[config.mk]
export PLATFORM = sky130hd
export DESIGN_NAME = swept_square_beep_generator
export DESIGN_NICKNAME = d
export VERILOG_FILES = /design/src/design/ssbg_pkg.sv /design/src/design/ssbg_ctrl.sv /design/src/design/ssbg_datapath.sv /design/src/design/swept_square_beep_generator.sv
export SDC_FILE = /design/constraint.sdc
export NUM_CORES = 1
export LEC_CHECK = 0
export BUFFER_PORTS_ARGS = -buffer_cell sky130_fd_sc_hd__clkbuf_2
export CAP_MARGIN = 20
export CORE_MARGIN = 2
export CORE_UTILIZATION = 45
export CTS_CLUSTER_DIAMETER = 80
export CTS_CLUSTER_SIZE = 24
export DETAILED_ROUTE_END_ITERATION = 7
export GPL_TIMING_DRIVEN = 0
export PLACE_DENSITY_LB_ADDON = 0.12
export SETUP_SLACK_MARGIN = 0.05
export SYNTH_ARGS = -nofsm -noshare
export SYNTH_HDL_FRONTEND = slang
export SYNTH_SLANG_ARGS = --single-unit
[constraint.sdc]
create_clock -name clk -period 4.4 [get_ports clk]
set_input_delay 0.44 -clock clk [delete_from_list [all_inputs] [get_ports clk]]
set_output_delay 0.44 -clock clk [all_outputs]
set_load 0.01 [all_outputs]
[src/design/ssbg_pkg.sv]
// Shared types and constants for the swept square beep generator.
package ssbg_pkg;

  localparam int PHASE_W = 7;
  localparam int ELAPSED_W = 20;
  localparam int ACC_W = 32;
  localparam int STEP_W = 16;
  localparam int EDGE_W = 16;
  localparam int AMP_W = 10;
  localparam int DAC_W = 12;
  localparam int DIV_CNT_W = 5;

  localparam logic CMD_TICK = 1'b0;
  localparam logic CMD_START = 1'b1;

  localparam logic [DAC_W-1:0] MID_CODE = 12'd2048;
  localparam logic [13:0] AMP_MAX = 14'd700;
  localparam logic [13:0] AMP_MIN = 14'd50;
  localparam logic [13:0] VOL_SCALE = 14'd10;
  localparam logic [ELAPSED_W-1:0] TICKS_PER_MS = 20'd10;
  localparam logic [ACC_W-1:0] HALF_PERIOD_NUM = 32'd327680000;

  typedef enum logic [3:0] {
    S_IDLE  = 4'b0001,
    S_DIV   = 4'b0010,
    S_APPLY = 4'b0100,
    S_EMIT  = 4'b1000
  } state_t;

  typedef struct packed {
    logic load;
    logic div_step;
    logic apply;
    logic emit;
  } cmd_t;

  typedef struct packed {
    logic div_last;
    logic out_free;
  } status_t;

endpackage

[src/design/ssbg_ctrl.sv]
// Sequencer: accept, divide on start, apply state update, present result.
module ssbg_ctrl (
  input  logic             clk,
  input  logic             rst,
  input  logic             in_valid,
  output logic             in_ready,
  input  logic             command,
  input  ssbg_pkg::status_t status,
  output ssbg_pkg::cmd_t    cmd
);
  import ssbg_pkg::*;

  state_t state, state_next;

  always_ff @(posedge clk) begin
    if (rst) begin
      state <= S_IDLE;
    end else begin
      state <= state_next;
    end
  end

  always_comb begin
    state_next = state;
    cmd = '0;
    in_ready = 1'b0;
    unique case (state)
      S_IDLE: begin
        in_ready = 1'b1;
        if (in_valid) begin
          cmd.load = 1'b1;
          state_next = (command == CMD_START) ? S_DIV : S_APPLY;
        end
      end
      S_DIV: begin
        cmd.div_step = 1'b1;
        if (status.div_last) begin
          state_next = S_APPLY;
        end
      end
      S_APPLY: begin
        cmd.apply = 1'b1;
        state_next = S_EMIT;
      end
      S_EMIT: begin
        if (status.out_free) begin
          cmd.emit = 1'b1;
          state_next = S_IDLE;
        end
      end
      default: state_next = S_IDLE;
    endcase
  end

endmodule

[src/design/ssbg_datapath.sv]
// Beep state, serial half-period divider and output beat register.
module ssbg_datapath #(
  parameter int WARMUP_END = 100
) (
  input  logic                            clk,
  input  logic                            rst,
  input  ssbg_pkg::cmd_t                  cmd,
  output ssbg_pkg::status_t               status,
  input  logic                            command,
  input  logic [15:0]                     length_ms,
  input  logic [15:0]                     start_hz,
  input  logic signed [15:0]              sweep_step,
  input  logic [9:0]                      volume_pct,
  output logic                            out_valid,
  input  logic                            out_ready,
  output logic [ssbg_pkg::DAC_W-1:0]      dac_code,
  output logic                            amp_enable,
  output logic                            busy_res
);
  import ssbg_pkg::*;

  localparam logic [PHASE_W-1:0] WARM_END = PHASE_W'(WARMUP_END);

  // latched beat
  logic                 cmd_q;
  logic [15:0]          len_q;
  logic [15:0]          step_in_q;
  logic [9:0]           vol_q;

  // divider
  logic [15:0]          divisor;
  logic [15:0]          rem;
  logic [ACC_W-1:0]     quo;
  logic [DIV_CNT_W-1:0] div_cnt;
  logic [16:0]          rem_shift;
  logic                 q_bit;

  // beep state
  logic [PHASE_W-1:0]   phase_count;
  logic [ELAPSED_W-1:0] elapsed_ticks;
  logic [ELAPSED_W-1:0] duration_ticks;
  logic signed [ACC_W-1:0] half_period_acc;
  logic signed [STEP_W-1:0] period_step;
  logic [EDGE_W-1:0]    edge_count;
  logic                 wave_polarity;
  logic [AMP_W-1:0]     amplitude;
  logic [DAC_W-1:0]     dac_level;
  logic                 amp_on;

  logic [13:0]          vol_scaled;
  logic [AMP_W-1:0]     amp_clamped;
  logic [ELAPSED_W-1:0] elapsed_inc;
  logic [EDGE_W-1:0]    edge_inc;
  logic [EDGE_W-1:0]    interval;
  logic signed [ACC_W:0] acc_sum;
  logic signed [ACC_W-1:0] acc_sat;

  assign rem_shift = {rem, quo[ACC_W-1]};
  assign q_bit = (rem_shift >= {1'b0, divisor});

  always_comb begin
    vol_scaled = 14'(vol_q) * VOL_SCALE;
    if (vol_scaled > AMP_MAX) begin
      amp_clamped = AMP_W'(AMP_MAX);
    end else if (vol_scaled < AMP_MIN) begin
      amp_clamped = AMP_W'(AMP_MIN);
    end else begin
      amp_clamped = vol_scaled[AMP_W-1:0];
    end
  end

  assign elapsed_inc = elapsed_ticks + 1'b1;
  assign edge_inc = edge_count + 1'b1;

  // toggle interval is the integer half-period, at least one tick
  always_comb begin
    if (half_period_acc[ACC_W-1] || half_period_acc[ACC_W-2:16] == '0) begin
      interval = EDGE_W'(1);
    end else begin
      interval = {1'b0, half_period_acc[ACC_W-2:16]};
    end
  end

  always_comb begin
    acc_sum = (ACC_W+1)'(half_period_acc) + (ACC_W+1)'(period_step);
    if (acc_sum[ACC_W] != acc_sum[ACC_W-1]) begin
      acc_sat = acc_sum[ACC_W] ? {1'b1, {(ACC_W-1){1'b0}}} : {1'b0, {(ACC_W-1){1'b1}}};
    end else begin
      acc_sat = acc_sum[ACC_W-1:0];
    end
  end

  assign status.div_last = (div_cnt == '1);
  assign status.out_free = !out_valid || out_ready;

  // latch and divider
  always_ff @(posedge clk) begin
    if (cmd.load) begin
      cmd_q <= command;
      len_q <= length_ms;
      step_in_q <= sweep_step;
      vol_q <= volume_pct;
      divisor <= (start_hz == '0) ? 16'd1 : start_hz;
      rem <= '0;
      quo <= HALF_PERIOD_NUM;
      div_cnt <= '0;
    end else if (cmd.div_step) begin
      rem <= q_bit ? 16'(rem_shift - {1'b0, divisor}) : rem_shift[15:0];
      quo <= {quo[ACC_W-2:0], q_bit};
      div_cnt <= div_cnt + 1'b1;
    end
  end

  always_ff @(posedge clk) begin
    if (rst) begin
      phase_count <= '0;
      elapsed_ticks <= '0;
      duration_ticks <= '0;
      half_period_acc <= '0;
      period_step <= '0;
      edge_count <= '0;
      wave_polarity <= 1'b0;
      amplitude <= '0;
      dac_level <= MID_CODE;
      amp_on <= 1'b0;
    end else if (cmd.apply) begin
      if (cmd_q == CMD_START) begin
        amplitude <= amp_clamped;
        half_period_acc <= quo;
        duration_ticks <= ELAPSED_W'(len_q) * TICKS_PER_MS;
        period_step <= step_in_q;
        elapsed_ticks <= '0;
        phase_count <= PHASE_W'(1);
      end else if (phase_count == PHASE_W'(1)) begin
        amp_on <= 1'b1;
        edge_count <= '0;
        wave_polarity <= 1'b0;
        dac_level <= MID_CODE;
        phase_count <= PHASE_W'(2);
      end else if (phase_count > PHASE_W'(1) && phase_count < WARM_END) begin
        phase_count <= phase_count + 1'b1;
      end else if (phase_count == WARM_END) begin
        elapsed_ticks <= elapsed_inc;
        if (elapsed_inc >= duration_ticks) begin
          amp_on <= 1'b0;
          phase_count <= '0;
        end else begin
          if (edge_inc >= interval) begin
            dac_level <= wave_polarity ? (MID_CODE + DAC_W'(amplitude))
                                       : (MID_CODE - DAC_W'(amplitude));
            wave_polarity <= !wave_polarity;
            edge_count <= '0;
          end else begin
            edge_count <= edge_inc;
          end
          half_period_acc <= acc_sat;
        end
      end
    end
  end

  // output beat register
  always_ff @(posedge clk) begin
    if (rst) begin
      out_valid <= 1'b0;
    end else if (cmd.emit) begin
      out_valid <= 1'b1;
    end else if (out_ready) begin
      out_valid <= 1'b0;
    end
  end

  always_ff @(posedge clk) begin
    if (cmd.emit) begin
      dac_code <= dac_level;
      amp_enable <= amp_on;
      busy_res <= (phase_count != '0);
    end
  end

endmodule

[src/design/swept_square_beep_generator.sv]
// Top level of the swept square-wave beep generator.
//
//   channel | direction | handshake          | payload
//   in      | in        | in_valid/in_ready  | command, length_ms, start_hz, sweep_step, volume_pct
//   out     | out       | out_valid/out_ready| dac_code, amp_enable, busy_res
//
// A tick beat goes from acceptance to the state update and then to the output; a start
// beat first runs a restoring divider, one quotient bit a cycle, for the half-period.
// One beat is in work at a time; a new beat is taken while the last result
// still waits in the output register, and the block stalls only before
// presenting a result while that register is still held.
// Synchronous reset puts the beep idle, the DAC at midscale, amp off.
module swept_square_beep_generator #(
  parameter int WARMUP_END = 100
) (
  input  logic                       clk,
  input  logic                       rst,
  input  logic                       in_valid,
  output logic                       in_ready,
  input  logic                       command,
  input  logic [15:0]                length_ms,
  input  logic [15:0]                start_hz,
  input  logic signed [15:0]         sweep_step,
  input  logic [9:0]                 volume_pct,
  output logic                       out_valid,
  input  logic                       out_ready,
  output logic [ssbg_pkg::DAC_W-1:0] dac_code,
  output logic                       amp_enable,
  output logic                       busy_res
);
  import ssbg_pkg::*;

  cmd_t    cmd;
  status_t status;

  ssbg_ctrl u_ctrl (
    .clk      (clk),
    .rst      (rst),
    .in_valid (in_valid),
    .in_ready (in_ready),
    .command  (command),
    .status   (status),
    .cmd      (cmd)
  );

  ssbg_datapath #(
    .WARMUP_END (WARMUP_END)
  ) u_datapath (
    .clk        (clk),
    .rst        (rst),
    .cmd        (cmd),
    .status     (status),
    .command    (command),
    .length_ms  (length_ms),
    .start_hz   (start_hz),
    .sweep_step (sweep_step),
    .volume_pct (volume_pct),
    .out_valid  (out_valid),
    .out_ready  (out_ready),
    .dac_code   (dac_code),
    .amp_enable (amp_enable),
    .busy_res   (busy_res)
  );

endmodule

==> run_results.csv, run 1 <==
group,metric,value,unit
setup_path,arrival,4.53,ns
placement,io_buffers,77,
sta,fmax,246,MHz
cts,clockRootBuffer,"clkbuf_16",
cells_and_area,synthToLayoutAreaGrowth,11.4,%
yosys,ys_ff_latch,262,
sta,hold_viol_final,0,
yosys,synth_area_leader_cell,"dfxtp_1",
placement,dpl_cell_area,16200,um^2
setup_path,cp-end-kind,"flop",
status,status,"completed",
floorplanning,die_w,188,um
drt,drt-initial-drc-count,726,
worst_hold_path,worstHoldPathType,"in2reg",
placement,post-dp-hpwl,30000,um
yosys,syn_area_per_cell,8.73,um^2
setup_path,crit_path_start_kind,"flop",
grt,grtUsageTotal,21.9,%
floorplanning,start_util,45.6,%
cts,cts.clk_slew.worst_paths,0.09,ns
yosys,yosys-top-cells-count,"227 x nand2_1, 190 x a21oi_1, 190 x dfxtp_1",
yosys,synth_cells,1747,
sta,max_slew_margin,36.1,%
yosys,ys_async_sr_fraction,0,%
drt,drc,0,
cells_and_area,num_antenna_cells,0,
setup_path,cp_data_required_time,4.86,ns
sta,rsz0062_at_grt,"false",
yosys,ys_types,84,
floorplanning,core_area,33400,um^2
cells_and_area,drive_gt1_share,10.6,%
setup_path,path_common_cell,"and3_2",
cts,clock_sinks,262,
floorplanning,ios,79,
pwr,power_density,321,nW/um^2
setup_path,worstPathMaxFanout,10,
yosys,syn_nets,1948,
sta,final.setup.tns,0,ns
sta,fin_ws,0.330,ns
cells_and_area,stdcell_count,2312,
yosys,synth_top_cell_area_share,25.0,%
cells_and_area,design_area,17000,um^2
cells_and_area,nNetsFinal,2053,
grt,antenna_found_initial,0,
pwr,p_leak,6.96,nW
placement,placedCellCount,2273,
drt,via_per_inst,5.52,
floorplanning,rows,67,
drt,drt-total-wl,39300,um
yosys,synth_area_leaders,"dfxtp_1 25%, edfxtp_1 14%, ha_1 11%",
cts,holdBufCountCts,0,
placement,pre_cts_slack,-0.945,ns
yosys,synth_ff_type,"dfxtp_1",
drt,drt-pass1-iter-count,5,
cts,htreeDepth,1,
grt,grt_max_degree,62,
yosys,yosysWarnings,0,
cts,clock_path_buffers,3,
cts,cts_buffers,18,
yosys,synth-edff-count,72,
cts,tritoncts,"done",
setup_path,cp_num_buf_inv,3,
pwr,ir_drop,0.272,mV
grt,grt_pass1_vias,12100,
grt,grt_pass1_wl,63100,um
sta,slew_violations,0,
drt,vias,12800,
drt,wl_per_cell,17.0,um
flow_run,maxCapViolCount,0,
setup_path,critical-path-top-delay-family,"simple AND/OR/NAND/NOR gates",
sta,min_period,4.07,ns
sta,tightest_slew,0.953,ns
yosys,synth_seq_area_share,39.1,%
yosys,synth_area,15200,um^2
pwr,power.total,5.45,mW
sta,finalCritPeriodShare,92.5,%
drt,ant_nets,0,
floorplanning,die-area,35400,um^2
placement,gp_congestion,0.883,
setup_path,path_cells,"ha_2 -> and3_2 -> and3_2 -> and3_2 -> and2_4 -> nand3_1 -> xnor2_1 -> ha_1 -> nand4_1 -> nor4_2 -> o21ai_1 -> a21oi_2 -> nor3_4 -> buf_4 -> o21ai_4 -> a31oi_4 -> or2_0 -> buf_2 -> buf_4 -> nor2_1",
setup_path,crit_type,"reg2reg",
cts,insertion_delay,0.53,ns
yosys,post-synth-top-count-cell,"nand2_1",
setup_path,cpMaxStageDelayCell,"dfxtp_2",
floorplanning,die_height,188,um
sta,fin_worst_skew,0.0306,ns
sta,finalSetupViolCount,0,
setup_path,max_stage_delay,0.38,ns
grt,grt.overflow.total,0,
==> flip-flops by register name, indices dropped and copies added, names as in the netlist, 16 cells and up <==
| signal | cells |
|---|---|
| u_datapath.half_period_acc | 32 |
| u_datapath.quo | 32 |
| u_datapath.elapsed_ticks | 20 |
| u_datapath.duration_ticks | 19 |
| u_datapath.divisor | 16 |
| u_datapath.edge_count | 16 |
| u_datapath.len_q | 16 |
| u_datapath.period_step | 16 |
| u_datapath.rem | 16 |
| u_datapath.step_in_q | 16 |
==> cells by family (layout without fill, tap and decap cells) <==
kind of cell / after synthesis / in the layout / synth area share, %
adder cells (fa/ha/maj): 138 / 138 / 11.5
other: 1 / 1 / 0.0246
multiplexers: 11 / 11 / 0.755
XOR/XNOR: 110 / 110 / 6.32
AND/OR/NAND/NOR: 613 / 613 / 18.8
AO/OA/AOI/OAI: 453 / 453 / 19.2
buffers and inverters: 159 / 276 / 4.19
flip-flops: 262 / 262 / 39.1
==> metrics by stage <==
stage	utilization, %	hold slack (ns)
after floorplan	-	0.400
after global placement	48.4	0.416
after detailed placement	48.5	0.419
after CTS	50.6	0.0636
after global routing	50.8	0.0549
final	50.8	0.0811
==> metal layers <==
layer | routed length (um) | global-route usage [%] | part of all wire (%)
met5 | 0 | 0 | 0
met4 | 789 | 4.91 | 2.0
met3 | 1850 | 2.43 | 4.7
met2 | 17300 | 35.0 | 44
met1 | 19400 | 31.9 | 49
==> worst reg2reg max path, stage by stage (launching register included) <==
cell and delay [ns]:
dfxtp_2 0.38, ha_2 0.22, and3_2 0.23, and3_2 0.26, and3_2 0.25, and2_4 0.17, nand3_1 0.10, xnor2_1 0.16
ha_1 0.30, nand4_1 0.12, nor4_2 0.30, o21ai_1 0.13, a21oi_2 0.21, nor3_4 0.07, buf_4 0.17, o21ai_4 0.18
a31oi_4 0.08, or2_0 0.24, buf_2 0.16, buf_4 0.18, nor2_1 0.11
==> what timing repair did <==
action	in CTS	in global routing
buffers inserted	6	2
pin swaps	3	1
setup endpoints to repair	67	67
gates resized for setup	21	23
==> report_power, final <==
part / internal (mW) / total, mW / switching, mW / leakage, nW
Clock: 0.823 / 1.73 / 0.908 / 0.272
Sequential: 2.61 / 2.69 / 0.0811 / 2.22
Combinational: 0.410 / 1.04 / 0.625 / 4.47
==> worst paths after layout <==
path	startpoint	end	slack, ns	cells after the start
hold reg to reg	u_datapath.dac_level[3]	u_datapath.dac_code[3]	0.44	0
hold / removal	volume_pct[4]	u_datapath.vol_q[4]	0.08	1
setup / recovery	u_datapath.elapsed_ticks[0]	u_datapath.edge_count[5]	0.33	20
setup reg to reg	u_datapath.elapsed_ticks[0]	u_datapath.edge_count[5]	0.33	20
==> final cells by class <==
class / instances / area [um^2]
clock buffer: 25 / 498
timing repair buffer: 86 / 473
multi-input combinational: 1326 / 8750
fill: 3219 / 16500
inverter: 66 / 248
buffer: 92 / 418
sequential: 262 / 5970
clock inverter: 7 / 65.1
tap: 448 / 561
==> placed cells by master, fill, tap and decap left out, types with 7 or more instances in the layout <==
cell       netlist  final
buf_4            6     17
mux2i_1         10     10
o211ai_1         8      8
inv_1           65     65
nand4_1         17     17
o21a_1          12     12
nand2b_1        24     24
nor2_1         146    145
a211oi_1        17     17
clkbuf_1        74     72
o21ai_1         14     14
nand2_1        227    227
dfxtp_1        190    187
a31oi_1         11     10
buf_2            9      8
o21ai_0         65     63
clkbuf_16        0     19
clkbuf_2         1     80
xor2_1          49     49
or3_1            8      8
edfxtp_1        72     72
o21bai_1         7      7
nor2b_1         17     16
a22oi_1         13     13
nand3b_1        17     17
nand3_1         50     50
a21o_1          38     38
and2_1          12     11
ha_1           134    133
o41ai_2         12     12
nor3_1          32     31
and3_1          20     17
xnor2_1         61     59
o31ai_1          8      8
nor4_1          12     11
a21oi_1        190    189
(Power assumes the default switching activity.)
==> run 2: changes to the inputs <==
==> constraint.sdc (replaced) <==
create_clock -name clk -period 4.4 [get_ports clk]
set_input_delay 0.44 -clock clk [delete_from_list [all_inputs] [get_ports clk]]
set_output_delay 0.44 -clock clk [all_outputs]
set_load 0.1 [all_outputs]
==> run_results.csv, run 2 (synthesis gave the netlist of run 1 again) <==
group,metric,value,unit
status,status,"completed",
floorplanning,die-area,35400,um^2
worst_hold_path,hold_end,"u_datapath.len_q[3]",
sta,fmax,243,MHz
grt,grt.overflow.total,0,
cts,cts.clk_slew.worst_paths,0.10,ns
floorplanning,die_height,188,um
drt,ant_nets,0,
cts,cts_buffers,19,
sta,hold-worst-slack,0.0753,ns
setup_path,cpMaxStageDelayCell,"dfxtp_1",
cells_and_area,drive_gt1_share,10.5,%
setup_path,ff2ff_path_depth,19,
sta,fin_worst_skew,0.0254,ns
worst_hold_path,worstHoldPathType,"in2reg",
grt,grtUsageTotal,21.9,%
sta,min_period,4.12,ns
setup_path,cp_data_required_time,4.85,ns
cts,holdBufCountCts,0,
cts,clock_path_buffers,3,
drt,drc,0,
cells_and_area,utilization,50.8,%
floorplanning,ios,79,
drt,drt-pass1-iter-count,5,
setup_path,path_cells,"ha_2 -> and3_1 -> and3_2 -> and3_2 -> and2_4 -> nand3_1 -> xnor2_1 -> ha_1 -> nand4_1 -> nor4_2 -> o21ai_0 -> a21oi_2 -> nor3_4 -> o21ai_4 -> nor2b_1 -> buf_4 -> buf_6 -> nand2_1 -> o21ai_1",
sta,finalSetupViolCount,0,
grt,grt_max_degree,62,
sta,slew_violations,0,
pwr,p_leak,6.97,nW
setup_path,path_common_cell,"and3_2",
setup_path,arrival,4.56,ns
cts,clockRootBuffer,"clkbuf_16",
cts,clock_sinks,262,
cts,insertion_delay,0.53,ns
cells_and_area,num_antenna_cells,0,
floorplanning,die_w,188,um
cells_and_area,stdcell_count,2307,
cells_and_area,layout_common_cells,"227 x nand2_1, 189 x a21oi_1, 188 x dfxtp_1, 145 x nor2_1, 133 x ha_1",
cells_and_area,top_regs,"u_datapath.half_period_acc x32, u_datapath.quo x32, u_datapath.elapsed_ticks x20",
worst_hold_path,hp-start,"length_ms[3]",
placement,dpl_cell_area,16200,um^2
drt,wl_per_cell,17.0,um
grt,grt_pass1_wl,63100,um
setup_path,worstPathMaxFanout,10,
drt,drt-total-wl,39100,um
floorplanning,core_area,33400,um^2
cells_and_area,nNetsFinal,2049,
cells_and_area,design_area,17000,um^2
setup_path,max_stage_delay,0.38,ns
pwr,power.total,5.61,mW
pwr,ir_drop,0.379,mV
placement,pre_cts_slack,-0.964,ns
cells_and_area,synthToLayoutAreaGrowth,11.5,%
grt,antenna_found_initial,0,
worst_hold_path,hold_depth,1,
setup_path,cp-end-kind,"flop",
sta,rsz0062_at_grt,"false",
sta,tightest_slew,0.951,ns
setup_path,r2r_end,"u_datapath.half_period_acc[13]",
drt,drt-initial-drc-count,662,
setup_path,crit_type,"reg2reg",
grt,grt_pass1_vias,12000,
sta,finalCritPeriodShare,93.5,%
placement,io_buffers,77,
drt,via_per_inst,5.45,
sta,final.setup.tns,0,ns
placement,placedCellCount,2273,
sta,fin_ws,0.285,ns
cells_and_area,final_common_cell,"nand2_1",
flow_run,maxCapViolCount,0,
cts,htreeDepth,1,
floorplanning,rows,67,
setup_path,r2r-start,"u_datapath.elapsed_ticks[1]",
placement,gp_congestion,0.897,
pwr,power_density,330,nW/um^2
setup_path,crit_path_start_kind,"flop",
setup_path,r2r_slack,0.28,ns
sta,hold_viol_final,0,
cts,tritoncts,"done",
placement,post-dp-hpwl,30000,um
drt,vias,12600,
sta,max_slew_margin,36.2,%
floorplanning,start_util,45.6,%
run 2: changes by cell type in the layout (fill, tap and decap cells not counted), sizes merged:
| cell | change |
|---|---|
| clkinv | +1 |
| clkinvlp | -1 |
| inv | +4 |
| clkbuf | -4 |
| buf | -5 |
run 2: what timing repair did:
action / in CTS / in global routing
resized for setup: 19 / 19
setup endpoints to repair: 67 / 67
setup buffers: 3 / 1
pin swaps: 3 / 4
run 2: cell type report:
cell class,count,area [um^2]
clock inverter,11,136
sequential,262,5970
multi-input combinational,1326,8740
fill,3244,16400
inverter,66,248
buffer,91,410
tap,448,561
timing repair buffer,82,443
clock buffer,21,494
run 2: worst max-delay path by stage:
stage | startpoint | endpoint | slack [ns] | cells after the start
4_1_cts | u_datapath.elapsed_ticks[0] | u_datapath.half_period_acc[28] | 0.06 | 19
3_3_place_gp | u_datapath.elapsed_ticks[0] | u_datapath.half_period_acc[26] | -0.88 | 20
5_1_grt | u_datapath.elapsed_ticks[4] | u_datapath.half_period_acc[13] | 0.05 | 19
3_5_place_dp | u_datapath.elapsed_ticks[0] | u_datapath.half_period_acc[20] | -0.96 | 20
2_1_floorplan | u_ctrl.state[1] | u_datapath.cmd_q | 0.37 | 4
6_report | u_datapath.elapsed_ticks[1] | u_datapath.half_period_acc[13] | 0.28 | 19
run 2: worst max-delay path: cells and delay by family, from the launching register on:
| family | cells | cell delay [ns] |
|---|---|---|
| buf+inv | 2 | 0.37 |
| xor+xnor | 1 | 0.17 |
| compound gates | 4 | 0.75 |
| simple gates | 10 | 1.81 |
| fa+ha+maj | 2 | 0.54 |
| flops | 1 | 0.38 |
run 2: routing by layer:
metal / vias up / track usage (%) / share of wire [%]
met4: 0 / 4.48 / 1.9
met1: 5860 / 32.4 / 51
li1: 6420 / - / -
met3: 40 / 2.60 / 4.2
met5: - / 0 / 0
met2: 253 / 34.3 / 43
run 2: power by group:
group | internal (mW) | switching [mW]
logic | 0.403 | 0.650
clock network | 0.877 | 0.990
registers | 2.61 | 0.0835
total | 3.89 | 1.72
==> run 3: changes to the inputs <==
--- a/config.mk
+++ b/config.mk
@@ -8,10 +8,11 @@
 export BUFFER_PORTS_ARGS = -buffer_cell sky130_fd_sc_hd__clkbuf_2
 export CAP_MARGIN = 20
 export CORE_MARGIN = 2
-export CORE_UTILIZATION = 45
+export CORE_UTILIZATION = 60
 export CTS_CLUSTER_DIAMETER = 80
 export CTS_CLUSTER_SIZE = 24
 export DETAILED_ROUTE_END_ITERATION = 7
+export GPL_ROUTABILITY_DRIVEN = 1
 export GPL_TIMING_DRIVEN = 0
 export PLACE_DENSITY_LB_ADDON = 0.12
 export SETUP_SLACK_MARGIN = 0.05
==> constraint.sdc (replaced) <==
create_clock -name clk -period 4.4 [get_ports clk]
set_input_delay 0.22 -clock clk [delete_from_list [all_inputs] [get_ports clk]]
set_output_delay 0.22 -clock clk [all_outputs]
set_load 0.1 [all_outputs]
==> run_results.csv, run 3 (synthesis gave the netlist of run 1 again) <==
group,metric,value,unit
cells_and_area,nNetsFinal,2115,
cells_and_area,synthToLayoutAreaGrowth,14.4,%
setup_path,path_common_cell,"and3_4",
grt,antenna_found_initial,0,
drt,drt-pass1-iter-count,6,
drt,drt-initial-drc-count,1029,
drt,ant_nets,0,
sta,tightest_slew,0.920,ns
cells_and_area,num_antenna_cells,0,
floorplanning,core_area,25000,um^2
setup_path,cp-end-kind,"flop",
setup_path,r2r_slack,0.16,ns
drt,wl_met3,2310,um
setup_path,cp_data_required_time,4.85,ns
drt,dr.max_layer_used,"met4",
setup_path,crit_path_start_kind,"flop",
drt,drt-total-wl,38400,um
placement,post-dp-hpwl,28200,um
cts,clockRootBuffer,"clkbuf_16",
grt,grt_pass1_wl,62600,um
pwr,p_leak,7.20,nW
worst_hold_path,worstHoldPathType,"in2reg",
cells_and_area,utilization,69.6,%
cells_and_area,fillers,2002,
setup_path,worstPathMaxFanout,10,
setup_path,max_stage_delay,0.40,ns
drt,via_per_inst,5.86,
placement,dpl_cell_area,16100,um^2
cells_and_area,layout_common_cells,"227 x nand2_1, 189 x a21oi_1, 185 x dfxtp_1, 144 x nor2_1, 133 x ha_1",
grt,grtUsageTotal,28.8,%
cts,insertion_delay,0.52,ns
cts,clock_path_buffers,3,
sta,hold_viol_final,0,
placement,pre_cts_slack,-0.884,ns
sta,fin_ws,0.164,ns
cells_and_area,design_area,17400,um^2
cells_and_area,final_common_cell,"nand2_1",
pwr,ir_drop,0.375,mV
cts,htreeDepth,1,
status,status,"completed",
sta,max_slew_margin,38.6,%
setup_path,cpMaxStageDelayCell,"dfxtp_4",
drt,wl_per_cell,17.1,um
cts,tritoncts,"done",
setup_path,cp_num_buf_inv,4,
setup_path,arrival,4.68,ns
floorplanning,die_height,163,um
sta,fmax,236,MHz
grt,grt_max_degree,69,
cts,cts.clk_slew.worst_paths,0.09,ns
grt,grt_pass1_vias,12500,
floorplanning,start_util,60.9,%
drt,wl_met1,17600,um
setup_path,critical-path-top-delay-family,"simple AND/OR/NAND/NOR gates",
drt,vias,13200,
placement,gp_congestion,0.968,
cells_and_area,drive_gt1_share,10.5,%
floorplanning,die-area,26700,um^2
setup_path,crit_type,"reg2reg",
floorplanning,ios,79,
drt,drc,0,
setup_path,path_cells,"ha_4 -> and3_4 -> and3_4 -> and3_4 -> and2_4 -> nand3_2 -> xnor2_2 -> ha_1 -> nand4_1 -> nor4_2 -> o21ai_1 -> a21oi_2 -> nor3_2 -> buf_4 -> buf_12 -> o21ai_4 -> a31oi_4 -> or2_0 -> buf_2 -> buf_4 -> nor2_1",
sta,min_period,4.24,ns
pwr,power.total,5.47,mW
floorplanning,die_w,163,um
sta,finalSetupViolCount,0,
sta,slew_violations,0,
pwr,power_density,314,nW/um^2
placement,io_buffers,77,
sta,finalCritPeriodShare,96.3,%
cells_and_area,top_regs,"u_datapath.half_period_acc x32, u_datapath.quo x32, u_datapath.elapsed_ticks x20",
floorplanning,rows,58,
sta,fin_worst_skew,0.0289,ns
grt,grt.overflow.total,0,
cts,cts_buffers,16,
cts,clock_sinks,262,
drt,wl_met2,17400,um
flow_run,maxCapViolCount,0,
==> run 3: cell types whose count changed in the layout (fill, tap and decap cells not counted), moves of 3 or more <==
cell	change
dlygate4sd3_1	+57
buf_4	+8
and3_4	+6
clkbuf_1	+5
and3_1	-3
and3_2	-3
dfxtp_1	-3
==> run 3: worst paths after layout <==
check | start | to | cells after the start
max | u_datapath.elapsed_ticks[0] | u_datapath.edge_count[6] | 21
min | start_hz[0] | u_datapath.divisor[0] | 2
max reg2reg | u_datapath.elapsed_ticks[0] | u_datapath.edge_count[6] | 21
min reg2reg | u_datapath.dac_level[8] | u_datapath.dac_code[8] | 0
==> run 3: layout make-up <==
type	instances	area, um^2	share of cell area [%]
Clock buffer	23	490	2.81
Timing Repair Buffer	150	1090	6.25
Multi-Input combinational cell	1326	8760	50.3
Inverter	66	248	1.42
Tap cell	330	413	2.37
Sequential cell	262	5980	34.3
Buffer	92	408	2.34
Clock inverter	3	47.5	0.273
==> run 3: repair_timing <==
| item | in CTS | in global routing |
|---|---|---|
| hold buffers | 57 | 0 |
| pin swaps | 3 | 8 |
| setup buffers | 7 | 7 |
| endpoints found under the setup margin | 67 | 66 |
| endpoints found under the hold margin | 58 | 0 |
| gates resized for setup | 17 | 28 |
==> run 3: power breakdown <==
group | leakage (nW) | internal [mW] | switching [mW]
logic | 4.73 | 0.441 | 0.666
clock network | 0.262 | 0.810 | 0.861
registers | 2.22 | 2.61 | 0.0808
total | 7.20 | 3.86 | 1.61
==> run 3: worst register-to-register path: stages, from the launching register on <==
cell     delay (ns)
dfxtp_4        0.40
ha_4           0.15
and3_4         0.21
and3_4         0.22
and3_4         0.22
and2_4         0.17
nand3_2        0.09
xnor2_2        0.17
ha_1           0.32
nand4_1        0.19
nor4_2         0.36
o21ai_1        0.13
a21oi_2        0.26
nor3_2         0.10
buf_4          0.17
buf_12         0.12
o21ai_4        0.17
a31oi_4        0.06
or2_0          0.24
buf_2          0.16
buf_4          0.18
nor2_1         0.11
==> run 3: through the flow <==
stage / std cells / TNS [ns] / hold slack (ns)
CTS: 2245 / 0 / 0.00750
detailed placement: 2156 / -29.55 / 0.399
global route: 2252 / -0.0157 / 0.0141
floorplan: 1747 / 0 / 0.319
finish: 2252 / 0 / 0.0213
global placement: 2154 / -23.14 / 0.397
==> run 3: routing by layer <==
metal	vias up	track usage, %
li1	6547	-
met1	6165	41.1
met2	404	46.3
met3	70	3.20
met4	0	8.05
met5	-	0
